## config.mk

```make
export PLATFORM = sky130hd
export DESIGN_NAME = satl_ram
export DESIGN_NICKNAME = d
export VERILOG_FILES = /design/src/rtl/satl_ram.sv
export SDC_FILE = /design/constraint.sdc
export NUM_CORES = 1
export LEC_CHECK = 0
export BUFFER_PORTS_ARGS = -buffer_cell sky130_fd_sc_hd__buf_2
export CAP_MARGIN = 20
export CELL_PAD_IN_SITES_DETAIL_PLACEMENT = 0
export CELL_PAD_IN_SITES_GLOBAL_PLACEMENT = 1
export CORE_MARGIN = 2
export CORE_UTILIZATION = 25
export CTS_CLUSTER_DIAMETER = 120
export DETAILED_ROUTE_END_ITERATION = 10
export GPL_ROUTABILITY_DRIVEN = 0
export PLACE_DENSITY_LB_ADDON = 0.25
export SYNTH_ARGS = -nofsm -noshare
export SYNTH_HDL_FRONTEND = slang
export SYNTH_SLANG_ARGS = --single-unit
```

## constraint.sdc

```tcl
create_clock -name clk -period 1.84 [get_ports clk]
set_input_delay 0.092 -clock clk [delete_from_list [all_inputs] [get_ports clk]]
set_output_delay 0.092 -clock clk [all_outputs]
set_load 0.03 [all_outputs]
```

## src/rtl/satl_ram.sv

```systemverilog
`default_nettype none

module satl_ram #(
    parameter int WIDTH = 8,
    parameter int DEPTH = 16
) (
    input  wire logic                                   clk,
    input  wire logic                                   we,
    input  wire logic [(DEPTH > 1 ? $clog2(DEPTH) : 1)-1:0] waddr,
    input  wire logic [WIDTH-1:0]                       wdata,
    input  wire logic                                   re,
    input  wire logic [(DEPTH > 1 ? $clog2(DEPTH) : 1)-1:0] raddr,
    output logic      [WIDTH-1:0]                       rdata
);

    logic [WIDTH-1:0] mem [DEPTH];

    // one write port, one registered read port
    always_ff @(posedge clk)
    begin
        if (we)
        begin
            mem[waddr] <= wdata;
        end
        if (re)
        begin
            rdata <= mem[raddr];
        end
    end

endmodule

`default_nettype wire

```

# == After elaboration in Yosys (flattened, before gate mapping) ==
# Memories as Yosys holds them, arrays and structs flattened. A register that Yosys moved wholly into a read port is not among the register bits.
# Cells that the tools add are included.
# word_totals
reg_bits,0
ram_bits,128
in_bits,19
out_inout_bits,8
wordCells,3
memories,1
# classes
n_mux,2
# memory_table
memory,depth,width,rd,rd_ports_with_merged_regs,wr,line_no,text
mem,16,8,1,1,1,16,logic [WIDTH-1:0] mem [DEPTH];
# ops
cell,n
two-way mux 1 bit,2

# == Logic depth before layout (Yosys ltp) ==
# depth
word_depth,2
mapped_depth,5
mapped_depth_nobuf,3

# == Worst setup path before layout ==
# OpenSTA, ideal clock, no wires.
# synth_path
path_kind,input to register
from,in waddr[2] in the netlist's numbering
to,mem mem[0][0] (enable)
setup_time_ps,383
arrival_time_ps,1202
required_time_ps,1457
setup_slack_ps,255
stages,2
n_path_buf,0
cell_sequence,or3b_2 -> nor3_1
# synth_rtl
item,line_no,text
start: declaration,9,"input wire logic [(DEPTH > 1 ? $clog2(DEPTH) : 1)-1:0] waddr,"
end: declaration,16,
# No word-level cell before the write port.

==> impl_metrics.json <==
{
  "outcome": "complete, no violations",
  "max_freq_mhz": 688,
  "antenna_found_initial": 0,
  "synth_top_area_cell": "edfxtp_1",
  "die_height_um": 149,
  "postCtsSetupBuffers": 0,
  "cts_buffer_depth": 2,
  "clk_root_buffer_cell": "clkbuf_16",
  "finalNetCount": 306,
  "grt-ovfl-total": 0,
  "leakage_uw": 0.00213,
  "crit_arrival_ns": 1.61,
  "start_util_pct": 25.7,
  "period_share_pct": 79.0,
  "rows": 52,
  "p_per_area_mw_per_mm2": 1120,
  "max_slew_margin_pct": 69.7,
  "finish.utilization_pct": 31.6,
  "drt_pass1_iterations": 4,
  "numCtsBuffers": 17,
  "yosysSeqAreaShare_pct": 78.1,
  "placedCellCount": 538,
  "netlist_top_cells_area": "edfxtp_1, mux4_2, mux4_1",
  "ctsHoldBuffers": 0,
  "drc": 0,
  "final_cell_area_sq_mm": 0.00643,
  "syn-num-nets": 248,
  "yosysWarnings": 0,
  "drive_gt1_share_pct": 33.3,
  "hold_class": "in -> reg",
  "ir_drop_uv": 509,
  "hpwl_mm": 7.03,
  "cp_data_required_time_ns": 1.99,
  "drtIter0Drc": 205,
  "seqPwrFrac_pct": 48.8,
  "grt_max_degree": 19,
  "synth.ff_latch_count": 136,
  "tightestPinTransition_ns": 0.454,
  "n_antenna_cell": 0,
  "cap_violations": 0,
  "setup.worst_path.start_class": "flop",
  "vias": 2465,
  "clk_pin_slew_worst_paths_ns": 0.06,
  "p_clk_share_pct": 46.3,
  "p_int_uw": 5660,
  "cts_resized": 0,
  "sw_frac_of_total_pct": 21.4,
  "finalSetupViolations": 0,
  "combPwrFrac_pct": 4.9,
  "timing_hold_violations_final": 0,
  "grt_use_total_pct": 10.2,
  "ctsHtreeMaxLevel": 4,
  "fill_cells": 1962,
  "core-area_sq_mm": 0.0204,
  "cts_sinks": 136,
  "netlist_area_sq_mm": 0.00523,
  "p_total_uw": 7200,
  "cts_tree": "yes",
  "grt_pass1_wl_mm": 16.0,
  "wl_per_cell_um": 18.1,
  "grt_setup_unrepaired": "no",
  "grt_pass1_vias": 2635,
  "die_area_sq_mm": 0.0221,
  "area_growth_syn_to_layout_pct": 22.9,
  "io_pins": 27,
  "fin_crit_ns": 1.45,
  "synth_cell_types": 18,
  "syn_area_per_cell_sq_um": 22.8,
  "layout_commonest_cell": "edfxtp_1",
  "clk_latency_ns": 0.41,
  "fin_skew_ns": 0.00475,
  "slew_viol_final": 0,
  "p_switching_uw": 1540,
  "place_area_sq_mm": 0.00583,
  "critical_path_class": "reg -> reg",
  "viasPerCell": 4.32,
  "syn-instance-count": 229,
  "stdcell_count": 570,
  "crit_path_end_kind": "flop",
  "die-width_um": 149,
  "tns_ns": 0,
  "mostFrequentLayoutCells": "edfxtp_1, buf_2, buf_4",
  "path_max_fanout": 1,
  "wirelength_mm": 10.3,
  "ant_nets": 0,
  "yosysTopAreaCellShare_pct": 78.1,
  "port_buffers": 26
}
power by group through the flow:
| stage | Sequential (uW) | Combinational [uW] | Clock (uW) |
|---|---|---|---|
| floorplan | 3600 | 176 | 0 |
| global placement | 3570 | 363 | 0 |
| detailed placement | 3580 | 366 | 0 |
| CTS | 3510 | 366 | 3410 |
| global route | 3510 | 391 | 3560 |
| finish | 3510 | 355 | 3330 |
synthesized netlist by cell type:
master and count:
nor3_1 4, buf_2 3, a22oi_1 16, nand3b_1 2, nor2_1 13, or3b_2 1
and2b_1 1, buf_4 1, nand3_1 1, mux4_1 14, edfxtp_1 136, clkdlybuf4s25_2 3
nand2b_1 2, nand2_1 9, nor2b_1 1, and2_1 1, buf_6 3, mux4_2 18
logic make-up after synthesis:
group                  share of synthesized area (%)
buffers and inverters                           1.65
multiplexers                                    14.8
AO/OA/AOI/OAI                                   2.30
AND/OR/NAND/NOR                                 3.14
flip-flops                                      78.1
state kept, by name, indices dropped and copies added, names as in the netlist:
signal and count:
mem 128, rdata 8
path summary, 6_finish.rpt:
kind | cells after the start | endpoint | slack [ns] | from
worst max-delay path | 3 | rdata[0]$_DFFE_PP_ | 0.39 | mem[1][0]$_DFFE_PP_
worst min-delay path | 1 | mem[6][1]$_DFFE_PP_ | 0.07 | wdata[1]
worst max register to register | 3 | rdata[0]$_DFFE_PP_ | 0.39 | mem[1][0]$_DFFE_PP_
worst min register to register | 3 | rdata[1]$_DFFE_PP_ | 0.76 | mem[8][1]$_DFFE_PP_
metal layers:
metal	routed length [um]	up-vias	share of wire, %	track usage (%)
li1	-	1104	-	-
met1	4680	1292	45	13.7
met2	5030	61	49	15.4
met3	495	8	4.8	3.74
met4	102	0	0.99	3.14
met5	0	-	0	0
area by class of cell:
cell class              count  area (sq um)  share of cell area, %
well taps                 270           338                   5.26
repair buffers             49           353                   5.49
multi-input cells          83          1060                   16.5
clock buffers              17           425                   6.62
clock inverters            15           169                   2.63
flip-flops and latches    136          4080                   63.6
critical path, stage by stage (launching register included):
cell and delay (ns):
edfxtp_1 0.35, mux4_1 0.50, a22oi_1 0.27, nand2_1 0.08
through the flow:
| stage | setup slack, ns | hold WS [ns] |
|---|---|---|
| 2_1_floorplan | 0.255 | 0.191 |
| 3_3_place_gp | 0.194 | 0.488 |
| 3_5_place_dp | 0.188 | 0.488 |
| 4_1_cts | 0.346 | 0.0534 |
| 5_1_grt | 0.290 | 0.0530 |
| 6_report | 0.387 | 0.0685 |
Power figures use the tool's default switching activity.
